### config.mk
export PLATFORM = sky130hd
export DESIGN_NAME = integer_to_ascii_digits
export DESIGN_NICKNAME = d
export VERILOG_FILES = /design/src/hw/rtl/iad_pkg.sv /design/src/hw/rtl/integer_to_ascii_digits.sv
export SDC_FILE = /design/constraint.sdc
export NUM_CORES = 1
export LEC_CHECK = 0
export CORE_MARGIN = 10
export CORE_UTILIZATION = 50
export DETAILED_ROUTE_END_ITERATION = 12
export DONT_BUFFER_PORTS = 1
export PLACE_DENSITY = 0.64
export RECOVER_POWER = 25
export SYNTH_ARGS = -nofsm -noshare
export SYNTH_HDL_FRONTEND = slang
export SYNTH_SLANG_ARGS = --single-unit
### constraint.sdc
create_clock -name clk -period 57.4 [get_ports clk]
set_input_delay 2.87 -clock clk [delete_from_list [all_inputs] [get_ports clk]]
set_output_delay 2.87 -clock clk [all_outputs]
set_load 0.05 [all_outputs]
### src/hw/rtl/iad_pkg.sv
// Shared constants and the digit-to-ASCII function of the integer to ASCII digit converter.
// Has no dependencies.
package iad_pkg;

  localparam int IN_W        = 64;
  localparam int BASE_W      = 6;
  localparam int CHAR_W      = 8;
  localparam int VALUE_WIDTH = 64;

  localparam int STEP        = 8;
  localparam int NCHUNK      = (VALUE_WIDTH + STEP - 1) / STEP;
  localparam int QW          = NCHUNK * STEP;
  localparam int CNT_W       = $clog2(NCHUNK + 1);
  localparam int ND_W        = $clog2(VALUE_WIDTH + 1);
  localparam int IDX_W       = $clog2(VALUE_WIDTH);

  localparam logic [CHAR_W-1:0] CH_ZERO     = 8'h30;
  localparam logic [CHAR_W-1:0] CH_LETTER_A = 8'h41;
  localparam logic [CHAR_W-1:0] CH_MINUS    = 8'h2D;
  localparam logic [BASE_W-1:0] DECIMAL     = 6'd10;
  localparam logic [BASE_W-1:0] MAX_RADIX   = 6'd36;

  function automatic logic [CHAR_W-1:0] digit_char(input logic [BASE_W-1:0] d);
    logic [CHAR_W-1:0] ch;
    if (d < DECIMAL) begin
      ch = CH_ZERO + CHAR_W'(d);
    end else begin
      ch = CH_LETTER_A + CHAR_W'(d - DECIMAL);
    end
    return ch;
  endfunction

endpackage

### src/hw/rtl/integer_to_ascii_digits.sv
// Integer to ASCII digit converter: one number in, its digits out, most significant first.
// Steps: value zero or radix below two loads the single '0' directly. Otherwise each digit takes a
// setup step plus one divider pass per byte up to the highest nonzero byte of the remaining quotient in the shared
// 8-bit-per-cycle restoring divider; a sign check follows the last digit and emits a '-' when negative,
// then each digit character goes through digit RAM read, output load and handshake.
// Throughput: one number at a time; in_stall is high until the last character is taken.
// Reset: synchronous, active low; clears the sequencer and output valid, not the digit RAM.
module integer_to_ascii_digits (
  input  logic                             clk,
  input  logic                             rst_n,
  input  logic                             in_valid,
  output logic                             in_stall,
  input  logic signed [iad_pkg::IN_W-1:0]  in_value,
  input  logic [iad_pkg::BASE_W-1:0]       in_base,
  output logic                             out_valid,
  input  logic                             out_stall,
  output logic [iad_pkg::CHAR_W-1:0]       out_character,
  output logic                             out_last
);
  import iad_pkg::*;

  localparam logic [2:0] ST_IDLE = 3'd0;
  localparam logic [2:0] ST_PREP = 3'd1;
  localparam logic [2:0] ST_DIV  = 3'd2;
  localparam logic [2:0] ST_SIGN = 3'd3;
  localparam logic [2:0] ST_READ = 3'd4;
  localparam logic [2:0] ST_FILL = 3'd5;
  localparam logic [2:0] ST_EMIT = 3'd6;

  logic [2:0]             state_r, state_nxt;
  logic [VALUE_WIDTH-1:0] v_r, v_nxt;
  logic [BASE_W-1:0]      radix_r, radix_nxt;
  logic                   neg_r, neg_nxt;
  logic [QW-1:0]          q_r, q_nxt;
  logic [BASE_W-1:0]      rem_r, rem_nxt;
  logic [CNT_W-1:0]       cnt_r, cnt_nxt;
  logic [ND_W-1:0]        nd_r, nd_nxt;
  logic [CHAR_W-1:0]      char_r, char_nxt;
  logic                   last_r, last_nxt;
  logic                   valid_r, valid_nxt;

  logic [CHAR_W-1:0]      mem [VALUE_WIDTH];
  logic [CHAR_W-1:0]      rd_r;
  logic [IDX_W-1:0]       rd_idx;
  logic                   wr_en;
  logic [CHAR_W-1:0]      wr_data;

  logic [VALUE_WIDTH-1:0] vin;
  logic [BASE_W-1:0]      base_sat;
  logic                   in_neg;
  logic [QW-1:0]          vpad;
  logic [CNT_W-1:0]       nch;
  logic [QW-1:0]          q_load;
  logic [QW-1:0]          qx;
  logic [BASE_W-1:0]      rx;

  assign in_stall      = (state_r != ST_IDLE);
  assign out_valid     = valid_r;
  assign out_character = char_r;
  assign out_last      = last_r;

  assign vin      = in_value[VALUE_WIDTH-1:0];
  assign base_sat = (in_base > MAX_RADIX) ? MAX_RADIX : in_base;
  assign in_neg   = (base_sat == DECIMAL) && vin[VALUE_WIDTH-1];
  assign vpad     = QW'(v_r);
  assign rd_idx   = IDX_W'(nd_r - 1'b1);

  always_comb begin
    nch = '0;
    for (int i = 0; i < NCHUNK; i++) begin
      if (vpad[i*STEP +: STEP] != '0) begin
        nch = CNT_W'(i + 1);
      end
    end
  end

  assign q_load = vpad << (STEP * (NCHUNK - int'(nch)));

  always_comb begin
    logic [BASE_W:0] t;
    qx = q_r;
    rx = rem_r;
    for (int k = 0; k < STEP; k++) begin
      t  = {rx, qx[QW-1]};
      qx = {qx[QW-2:0], 1'b0};
      if (t >= {1'b0, radix_r}) begin
        rx    = BASE_W'(t - {1'b0, radix_r});
        qx[0] = 1'b1;
      end else begin
        rx = t[BASE_W-1:0];
      end
    end
  end

  always_comb begin
    state_nxt = state_r;
    v_nxt     = v_r;
    radix_nxt = radix_r;
    neg_nxt   = neg_r;
    q_nxt     = q_r;
    rem_nxt   = rem_r;
    cnt_nxt   = cnt_r;
    nd_nxt    = nd_r;
    char_nxt  = char_r;
    last_nxt  = last_r;
    valid_nxt = valid_r;
    wr_en     = 1'b0;
    wr_data   = digit_char(rx);
    unique case (state_r)
      ST_IDLE: begin
        if (in_valid) begin
          nd_nxt    = '0;
          radix_nxt = base_sat;
          neg_nxt   = in_neg;
          v_nxt     = in_neg ? (~vin + 1'b1) : vin;
          if ((vin == '0) || (in_base < 6'd2)) begin
            char_nxt  = CH_ZERO;
            last_nxt  = 1'b1;
            valid_nxt = 1'b1;
            state_nxt = ST_EMIT;
          end else begin
            state_nxt = ST_PREP;
          end
        end
      end
      ST_PREP: begin
        if (v_r == '0) begin
          state_nxt = ST_SIGN;
        end else begin
          q_nxt     = q_load;
          rem_nxt   = '0;
          cnt_nxt   = nch;
          state_nxt = ST_DIV;
        end
      end
      ST_DIV: begin
        q_nxt   = qx;
        rem_nxt = rx;
        cnt_nxt = cnt_r - 1'b1;
        if (cnt_r == CNT_W'(1)) begin
          wr_en     = 1'b1;
          nd_nxt    = nd_r + 1'b1;
          v_nxt     = qx[VALUE_WIDTH-1:0];
          state_nxt = ST_PREP;
        end
      end
      ST_SIGN: begin
        if (neg_r) begin
          char_nxt  = CH_MINUS;
          last_nxt  = 1'b0;
          valid_nxt = 1'b1;
          state_nxt = ST_EMIT;
        end else begin
          state_nxt = ST_READ;
        end
      end
      ST_READ: begin
        state_nxt = ST_FILL;
      end
      ST_FILL: begin
        char_nxt  = rd_r;
        last_nxt  = (nd_r == ND_W'(1));
        valid_nxt = 1'b1;
        nd_nxt    = nd_r - 1'b1;
        state_nxt = ST_EMIT;
      end
      ST_EMIT: begin
        if (!out_stall) begin
          valid_nxt = 1'b0;
          state_nxt = last_r ? ST_IDLE : ST_READ;
        end
      end
      default: begin
        state_nxt = ST_IDLE;
        valid_nxt = 1'b0;
      end
    endcase
  end

  always_ff @(posedge clk) begin
    if (!rst_n) begin
      state_r <= ST_IDLE;
      valid_r <= 1'b0;
      nd_r    <= '0;
      cnt_r   <= '0;
      neg_r   <= 1'b0;
    end else begin
      state_r <= state_nxt;
      valid_r <= valid_nxt;
      nd_r    <= nd_nxt;
      cnt_r   <= cnt_nxt;
      neg_r   <= neg_nxt;
    end
  end

  always_ff @(posedge clk) begin
    v_r     <= v_nxt;
    radix_r <= radix_nxt;
    q_r     <= q_nxt;
    rem_r   <= rem_nxt;
    char_r  <= char_nxt;
    last_r  <= last_nxt;
  end

  always_ff @(posedge clk) begin
    if (wr_en) begin
      mem[nd_r[IDX_W-1:0]] <= wr_data;
    end
    rd_r <= mem[rd_idx];
  end

`ifndef SYNTHESIS
  a_busy_while_out: assert property (@(posedge clk) disable iff (!rst_n)
    valid_r |-> in_stall)
    else $error("Output word pending while input is open.");

  a_minus_not_last: assert property (@(posedge clk) disable iff (!rst_n)
    (valid_r && (char_r == CH_MINUS)) |-> (!last_r && neg_r))
    else $error("Minus sign ends a string or appears for a non-negative value.");

  a_rem_below_radix: assert property (@(posedge clk) disable iff (!rst_n)
    (state_r == ST_DIV) |-> ((rem_r < radix_r) && (radix_r >= 6'd2)))
    else $error("Divider remainder out of range.");

  a_digit_count: assert property (@(posedge clk) disable iff (!rst_n)
    nd_r <= ND_W'(VALUE_WIDTH))
    else $error("Digit count exceeds the value width.");

  a_div_count: assert property (@(posedge clk) disable iff (!rst_n)
    (state_r == ST_DIV) |-> (cnt_r != '0))
    else $error("Divider entered with no bytes to process.");
`endif

endmodule

==> After elaboration in Yosys (flattened, before gate mapping) <==
Memories as Yosys holds them, arrays and structs flattened. A register that Yosys moved wholly into a read port is not among the register bits.
Index checks and enable logic that the tools add are counted.
{ "totals": {"regBits": 165, "ramBits": 512, "input_bits": 74, "elab_cells": 145, "memories": 1} }
{ "op_classes": {"addsub": 16, "order_cmp": 11, "n_eq_ne": 15, "shifts": 1, "muxes": 62, "n_bitwise": 2, "n_reduce_logical": 26} }
{ "memory_table": {"columns": ["name", "depth", "word_bits", "read_ports", "rd_ports_with_merged_regs", "wr", "line_no", "rtl"], "rows": [
  ["mem", 64, 8, 1, 1, 1, "integer_to_ascii_digits.sv:42", "logic [CHAR_W-1:0] mem [VALUE_WIDTH];"]
]} }
{ "op_table": {"columns": ["cell", "count"], "rows": [
  ["$mux W64", 4],
  ["$pmux W64 S2", 2],
  ["$logic_not A64 Y1", 2],
  ["$add A64 B1 Y64 const B", 1],
  ["$not A64 Y64", 1],
  ["$reduce_bool A8 Y1", 8],
  ["$shl A64 B32 Y64", 1],
  ["$mux W6", 10],
  ["$ge A7 B6 Y1", 8],
  ["$sub A6 B6 Y6", 8],
  ["$mux W4", 8],
  ["$mux W8", 4],
  ["$pmux W8 S3", 1],
  ["$pmux W3 S7", 1],
  ["$pmux W7 S3", 1],
  ["$mux W1", 19],
  ["$mux W3", 5],
  ["$mux W7", 2],
  ["$ne A2 B2 Y1 const B", 6],
  ["$pmux W6 S2", 1],
  ["$eq A3 B3 Y1 const B", 3],
  ["$reduce_and A3 Y1", 3],
  ["$reduce_bool A3 Y1", 3],
  ["$add A7 B8 Y8 const A", 1],
  ["27 further kinds", 30]
]} }

==> Logic depth before layout (Yosys ltp) <==
Gate-level depths: netlist of the first run.
{ "depth": {"word_depth": 19, "ltp_mapped": 84, "mapped_depth_nobuf": 80} }

==> Worst setup path after synthesis of the first run <==
Ideal clock, no wire load.
{ "synth_timing": {"kind": "register to register", "startpoint": "register radix_r[1]", "endpoint": "memory mem[0][7] (data pin)", "setup_time_ns": 0.721, "t_arrival_ns": 19.210, "setup_slack_ns": 37.469, "stages_incl_launch_ff": 80, "n_path_buf": 7, "path_cell_list": "edfxtp_1 inv_1 ha_1 a21o_1 a31oi_2 o21ai_1 o21ai_0 inv_1 ha_1 nand2b_1 a21oi_1 o221ai_1 o2111ai_4 clkbuf_1 clkbuf_1 mux2i_1 ha_1 clkbuf_2 [44 not listed] buf_4 mux2i_1 ha_1 nor2b_1 o21ai_0 nand2b_1 a21o_1 a21o_1 a31o_2 a21oi_1 o2111a_1 buf_6 mux2i_1 ha_1 clkbuf_2 nand2_1 or4b_4 a211oi_1"} }
{ "synth_between": {"elab_chain_cells": 19} }
{ "synth_rtl": {"columns": ["element", "line_no", "rtl"], "rows": [
  ["start: declaration", "integer_to_ascii_digits.sv:32", "logic [BASE_W-1:0] radix_r, radix_nxt;"],
  ["start signal: assignment", "integer_to_ascii_digits.sv:198", "radix_r <= radix_nxt;"],
  ["$sub A6 B6 Y6 / $ge A7 B6 Y1 (equally long branches)", "integer_to_ascii_digits.sv:87, integer_to_ascii_digits.sv:86", null],
  ["$mux W6", "integer_to_ascii_digits.sv:86", "if (t >= {1'b0, radix_r}) begin"],
  ["$sub A6 B6 Y6 / $ge A7 B6 Y1 (equally long branches)", "integer_to_ascii_digits.sv:87, integer_to_ascii_digits.sv:86", null],
  ["$mux W6", "integer_to_ascii_digits.sv:86", null],
  ["$sub A6 B6 Y6 / $ge A7 B6 Y1 (equally long branches)", "integer_to_ascii_digits.sv:87, integer_to_ascii_digits.sv:86", null],
  ["$mux W6", "integer_to_ascii_digits.sv:86", null],
  ["$sub A6 B6 Y6 / $ge A7 B6 Y1 (equally long branches)", "integer_to_ascii_digits.sv:87, integer_to_ascii_digits.sv:86", null],
  ["$mux W6", "integer_to_ascii_digits.sv:86", null],
  ["[4 not listed]", null, null],
  ["$sub A6 B6 Y6 / $ge A7 B6 Y1 (equally long branches)", "integer_to_ascii_digits.sv:87, integer_to_ascii_digits.sv:86", null],
  ["$mux W6", "integer_to_ascii_digits.sv:86", null],
  ["$sub A6 B6 Y6 / $ge A7 B6 Y1 (equally long branches)", "integer_to_ascii_digits.sv:87, integer_to_ascii_digits.sv:86", null],
  ["$mux W6 (*)", "integer_to_ascii_digits.sv:86", null],
  ["$sub A6 B4 Y7", "iad_pkg.sv:28", "ch = CH_LETTER_A + CHAR_W'(d - DECIMAL);"],
  ["$add A7 B8 Y8", "iad_pkg.sv:28", null],
  ["$mux W8 (*)", "iad_pkg.sv:25", "if (d < DECIMAL) begin"],
  ["named net wr_data[7]", "integer_to_ascii_digits.sv:46", "logic [CHAR_W-1:0] wr_data;"],
  ["end: declaration", "integer_to_ascii_digits.sv:42", null]
]} }
Mark *: on every way through the listed nets, which the timed path passes. The rest lies on a longest branch.

==> Worst setup path after layout of the first run <==
{ "layout_timing": {"startpoint": "register radix_r[1]", "endpoint": "memory mem[63][5] (data pin)"} }
The elaborated chain is that of the path after synthesis.

==> out/metrics.csv, run 1 <==
metric,value,unit
worstPathBufferInverterCount,5,
clk_latency,0.62,ns
dieArea,0.0764,sq mm
grt_use_total,20.7,%
async_flop_share,0,%
place_area,0.0338,sq mm
status,"finished, violations left",
wl_met2,39300,um
synth_edf_count,661,
grt_overflow,0,
layout_commonest_cell,edfxtp_1,
first_pass_iters,6,
htreeDepth,3,
synth_nets,2389,
numClockSinks,685,
worstReg2RegStart,radix_r[1],
reg2reg_depth,75,
cpLargestDelayFamily,compound AO/OA/AOI/OAI gates,
ys_seq_elements,685,
synthCells,2249,
hold_path_class,reg -> reg,
slowest_delay,0.92,ns
crit_arrival,22.10,ns
drive_above_1_share,15.2,%
multi_input_area,0.0120,sq mm
synth_compound_area_share,8.43,%
wl,80900,um
synth_xor_area_share,2.64,%
critical_path.slowest_cell,nor2_4,
coreArea,0.0648,sq mm
cts.path.max_buffers,3,
die_h,276,um
wire_per_inst,25.7,um
path_depth,75,
required,57.61,ns
dr_wl_met3,5480,um
worstSetupStartpointType,flop,
final_area,0.0361,sq mm
drt_iter0_markers,2022,
nNetsFinal,2374,
ios,85,
vias_per_cell,6.29,
worstSetupEndpoint,mem[63][5],
synth_flop_cell,edfxtp_1,
regArea,0.0203,sq mm
grt_pass1_vias,19500,
finalSetupTns,0,ns
cts-resized-gates,0,
num_vias,19800,
fmax,0.0457,GHz
dp_cells,3013,
antenna_found_initial,0,
rsz0062_at_grt,false,
post_cts_buffers,0,
post-route-period-util,38.1,%
wl_met1,34000,um
cts-root-buf,clkbuf_16,
gp_congestion,0.892,
synth_cell_types,91,
grt_max_degree,89,
hold_viol,0,
die_w,276,um
synth_mux_area_share,14.1,%
maxCapViolCount,6,
synth.yosys.warnings,0,
reg2reg_slack,35.51,ns
clkSlewWorstSetupHoldPaths,0.06,ns
antenna_left,0,
cpMostUsedCell,ha_1,
drc,0,
crit_start,radix_r[1],
numCtsBuffers,74,
final.setup_skew,0.0299,ns
crit_type,reg -> reg,
synthAdderAreaFrac,2.70,%
n_fill_cell,5159,
cts_tree,done,
synth_top_family_by_area,multiplexers,
layout.cells.non_filler,3149,
syn_to_final_growth,9.75,%
post-place-ws,35.75,ns
crit_fanout,64,
final_cell_mix,"661 x edfxtp_1, 168 x mux4_2, 161 x nor2_1",
synth-simple-area-share,8.17,%
port_buffers,0,
violations,"max-capacitance violations, max-slew violations",
n_antenna_cell,0,
syn_area_per_cell,14.6,sq um
rows,93,
maxSlewViolCount,351,
slew_headroom,-173,%
post-route-worst-setup-slack,35.51,ns
syn_area,0.0329,sq mm
dp_hpwl,53800,um
setup_viol,0,
top_layer_used,met4,
cts-hold-fix-buffers,0,
crit_path_end_kind,flop,
worst_r2r_endpoint,mem[63][5],
grt_pass1_wl,123000,um
ys_seq_area_share,61.9,%
initial_core_util,50.7,%
fin_crit,21.89,ns
worstMarginPinSlew,4.10,ns
-- synth_stat cells, types with 18 or more instances --
| master | n | share of area (%) |
|---|---|---|
| inv_1 | 55 | 0.63 |
| xnor2_1 | 51 | 1.4 |
| clkbuf_1 | 88 | 1.0 |
| xor2_1 | 48 | 1.3 |
| a21oi_1 | 126 | 1.9 |
| a211oi_1 | 26 | 0.59 |
| edfxtp_1 | 661 | 60 |
| mux4_2 | 168 | 12 |
| nor2_1 | 161 | 1.8 |
| o21ai_0 | 128 | 1.9 |
| nand2b_1 | 23 | 0.44 |
| ha_1 | 58 | 2.2 |
| nand2_1 | 144 | 1.6 |
| nor4_1 | 18 | 0.34 |
| nand3_1 | 36 | 0.55 |
| nor3_1 | 34 | 0.52 |
| nor2b_1 | 23 | 0.44 |
| dfxtp_1 | 24 | 1.5 |
| mux2i_1 | 65 | 2.0 |
| buf_1 | 22 | 0.25 |
| or3_1 | 19 | 0.36 |
-- kinds of logic after synthesis --
kind of cell               after synthesis
DFF                                    685
muxes                                  251
adders and majority gates               66
xor gates and xnor gates                99
AOI/OAI and AO/OA                      424
buffers and inverters                  173
and+or+nand+nor                        551
-- final cells by class --
| cell class | instances | share of cell area, % |
|---|---|---|
| flip-flops and latches | 685 | 56.4 |
| inverters | 57 | 0.593 |
| repair buffers | 25 | 0.479 |
| well taps | 855 | 2.97 |
| clock inverters | 43 | 0.958 |
| multi-input cells | 1391 | 33.2 |
| clock buffers | 93 | 5.42 |
-- state kept, by name (all words and copies together), names as in the netlist --
| signal | count |
|---|---|
| state_r | 3 |
| rem_r | 6 |
| mem | 512 |
| q_r | 64 |
| neg_r | 1 |
| nd_r | 7 |
| rd_r | 8 |
| cnt_r | 4 |
| out_last | 1 |
| radix_r | 6 |
| v_r | 64 |
| out_valid | 1 |
| out_character | 8 |
-- worst min path at each step --
stage	startpoint	endpoint	slack, ns	depth (start not counted)
finish	rd_r[5]	out_character[5]	0.49	1
global route	rd_r[5]	out_character[5]	0.51	1
CTS	rd_r[5]	out_character[5]	0.49	1
detailed placement	rd_r[5]	out_character[5]	0.47	1
global placement	rd_r[5]	out_character[5]	0.48	1
floorplan	rd_r[5]	out_character[5]	0.46	1
-- per-stage QoR --
stage	util, %	hold WS, ns
after floorplan	-	0.463
after global placement	52.2	0.479
after detailed placement	52.2	0.475
after CTS	55.7	0.487
after global routing	55.6	0.506
final	55.6	0.488
-- layer usage --
layer	GRT usage (%)	vias to the layer above
met5	0	-
met4	6.11	0
met3	3.82	129
met2	33.6	736
met1	28.2	10100
li1	-	8840
Power of run 1 is left out: the tool's default activity adds up to more than one toggle a clock period on the data nets, which glitch-free logic cannot reach.
==> run 2, diff against run 1 <==
--- a/config.mk
+++ b/config.mk
@@ -9,7 +9,7 @@
 export CORE_UTILIZATION = 50
 export DETAILED_ROUTE_END_ITERATION = 12
 export DONT_BUFFER_PORTS = 1
-export PLACE_DENSITY = 0.64
+export PLACE_DENSITY = 0.67
 export RECOVER_POWER = 25
 export SYNTH_ARGS = -nofsm -noshare
 export SYNTH_HDL_FRONTEND = slang
==> constraint.sdc (replaced) <==
create_clock -name clk -period 18.62 [get_ports clk]
set_input_delay 0.931 -clock clk [delete_from_list [all_inputs] [get_ports clk]]
set_output_delay 0.931 -clock clk [all_outputs]
set_load 0.05 [all_outputs]
==> out/metrics.csv, run 2 (synthesized netlist as in run 1, its figures left out) <==
metric,value,unit,change
worstPathBufferInverterCount,8,,+3
antenna_found_initial,4,,+4
maxCapViolCount,7,,+1
syn_to_final_growth,10.6,%,
hold_ws,0.434,ns,-0.0537 ns
worstMarginPinSlew,7.92,ns,+3.82 ns
final_cell_mix,"661 x edfxtp_1, 168 x mux4_2, 161 x nor2_1",,
numClockSinks,685,,unchanged
numCtsBuffers,72,,-2.7%
die_w,276,um,unchanged
first_pass_iters,6,,unchanged
wl,85800,um,+5.9%
slowest_delay,0.52,ns,-0.40 ns
worst_r2r_endpoint,mem[23][5],,
drt_iter0_markers,2208,,+9.2%
required,19.05,ns,-38.56 ns
gp_congestion,0.897,,+0.55%
rows,93,,unchanged
dp_cells,3030,,+0.56%
vias_per_cell,6.40,,+1.9%
wire_per_inst,27.1,um,+5.2%
coreArea,0.0648,sq mm,unchanged
nNetsFinal,2402,,+1.2%
hold_path_class,in -> reg,,
layout.cells.non_filler,3170,,+0.67%
die_h,276,um,unchanged
dieArea,0.0764,sq mm,unchanged
grt_pass1_vias,19900,,+2.2%
worstReg2RegStart,rem_r[1],,
crit_type,reg -> reg,,
final.setup_skew,0.0477,ns,+0.0179 ns
slew_headroom,-428,%,-250 points
clkSlewWorstSetupHoldPaths,0.06,ns,about the same
critical_path.slowest_cell,or4b_4,,
cts.path.max_buffers,3,,unchanged
cts-root-buf,clkbuf_16,,
maxSlewViolCount,536,,+53%
min_to,cnt_r[0],,
hold_start,rst_n,,
layout_commonest_cell,edfxtp_1,,
initial_core_util,50.7,%,unchanged
grt_pass1_wl,127000,um,+3.0%
drc,0,,unchanged
drive_above_1_share,16.4,%,+1.2 points
ios,85,,unchanged
violations,"max-capacitance violations, max-slew violations",,
crit_path_end_kind,flop,,
post-route-period-util,94.0,%,+56 points
port_buffers,0,,unchanged
dp_hpwl,56100,um,+4.4%
hold_viol,0,,unchanged
crit_arrival,17.94,ns,-4.16 ns
fin_util,56.1,%,+0.43 points
n_fill_cell,5047,,-2.2%
reg2reg_slack,1.12,ns,-34.40 ns
setup_viol,0,,unchanged
num_vias,20300,,+2.5%
worstSetupStartpointType,flop,,
worstHoldPathCells,1,,unchanged
n_antenna_cell,0,,unchanged
grt_max_degree,96,,+7.9%
largest_reg_flops,512,,unchanged
antenna_left,0,,unchanged
fmax,0.0571,GHz,+25%
cts_tree,done,,
fin_crit,17.50,ns,-4.38 ns
status,"finished, violations left",,
crit_fanout,48,,-25%
reg2reg_depth,75,,unchanged
finalSetupTns,0,ns,unchanged
grt_use_total,21.6,%,+0.89 points
cpLargestDelayFamily,compound AO/OA/AOI/OAI gates,,
clk_latency,0.63,ns,about the same
htreeDepth,3,,unchanged
grt_overflow,0,,unchanged
[run 2: area by class of cell]
cell class / instances / area [sq um] / share of cell area, %
sequential: 685 / 20300 / 55.9
multi-input combinational: 1392 / 12100 / 33.2
clock buffer: 92 / 1920 / 5.28
tap: 855 / 1070 / 2.94
timing repair buffer: 54 / 413 / 1.14
clock inverter: 35 / 330 / 0.909
inverter: 57 / 214 / 0.589
[run 2: metal layers]
layer / GRT usage (%) / routed length (um)
met1: 28.1 / 34000
met2: 34.5 / 41000
met3: 4.98 / 7070
met4: 9.26 / 3650
met5: 0 / 25
[run 2: timing repair]
action,4_1_cts,5_1_grt
hold buffers,0,0
setup endpoints to repair,309,512
buffers inserted,0,12
pin swaps,1,4
gates resized for setup,1,29
gates cloned,0,1
[run 2: worst reg2reg max path: cells and delay by family, from the launching register on]
family	cells	cell delay [ns]
muxes	11	3.51
adders and majority gates	9	2.70
AOI/OAI and AO/OA	34	7.24
and+or+nand+nor	13	2.32
DFF	1	0.42
buffers and inverters	8	1.16
[run 2: per-stage QoR]
| step | worst slack (ns) | cell area (sq um) |
|---|---|---|
| after detailed placement | -0.236 | 34000 |
| final | 1.12 | 36300 |
| after global routing | -0.0982 | 36300 |
| after CTS | 0.00104 | 36200 |
| after floorplan | -0.820 | 32900 |
| after global placement | 0.449 | 34000 |
[run 2: how the worst max path moves through the flow]
stage / start / to / slack (ns) / depth (start not counted)
global route: rem_r[4] / mem[30][5] / -0.1 / 77
floorplan: radix_r[1] / mem[0][1] / -0.82 / 78
CTS: rem_r[4] / mem[23][5] / 0.001 / 77
detailed placement: rem_r[4] / mem[51][4] / -0.24 / 74
finish: rem_r[1] / mem[23][5] / 1.12 / 75
global placement: rem_r[1] / mem[51][4] / 0.45 / 74
Power of run 2 is left out for the same reason.
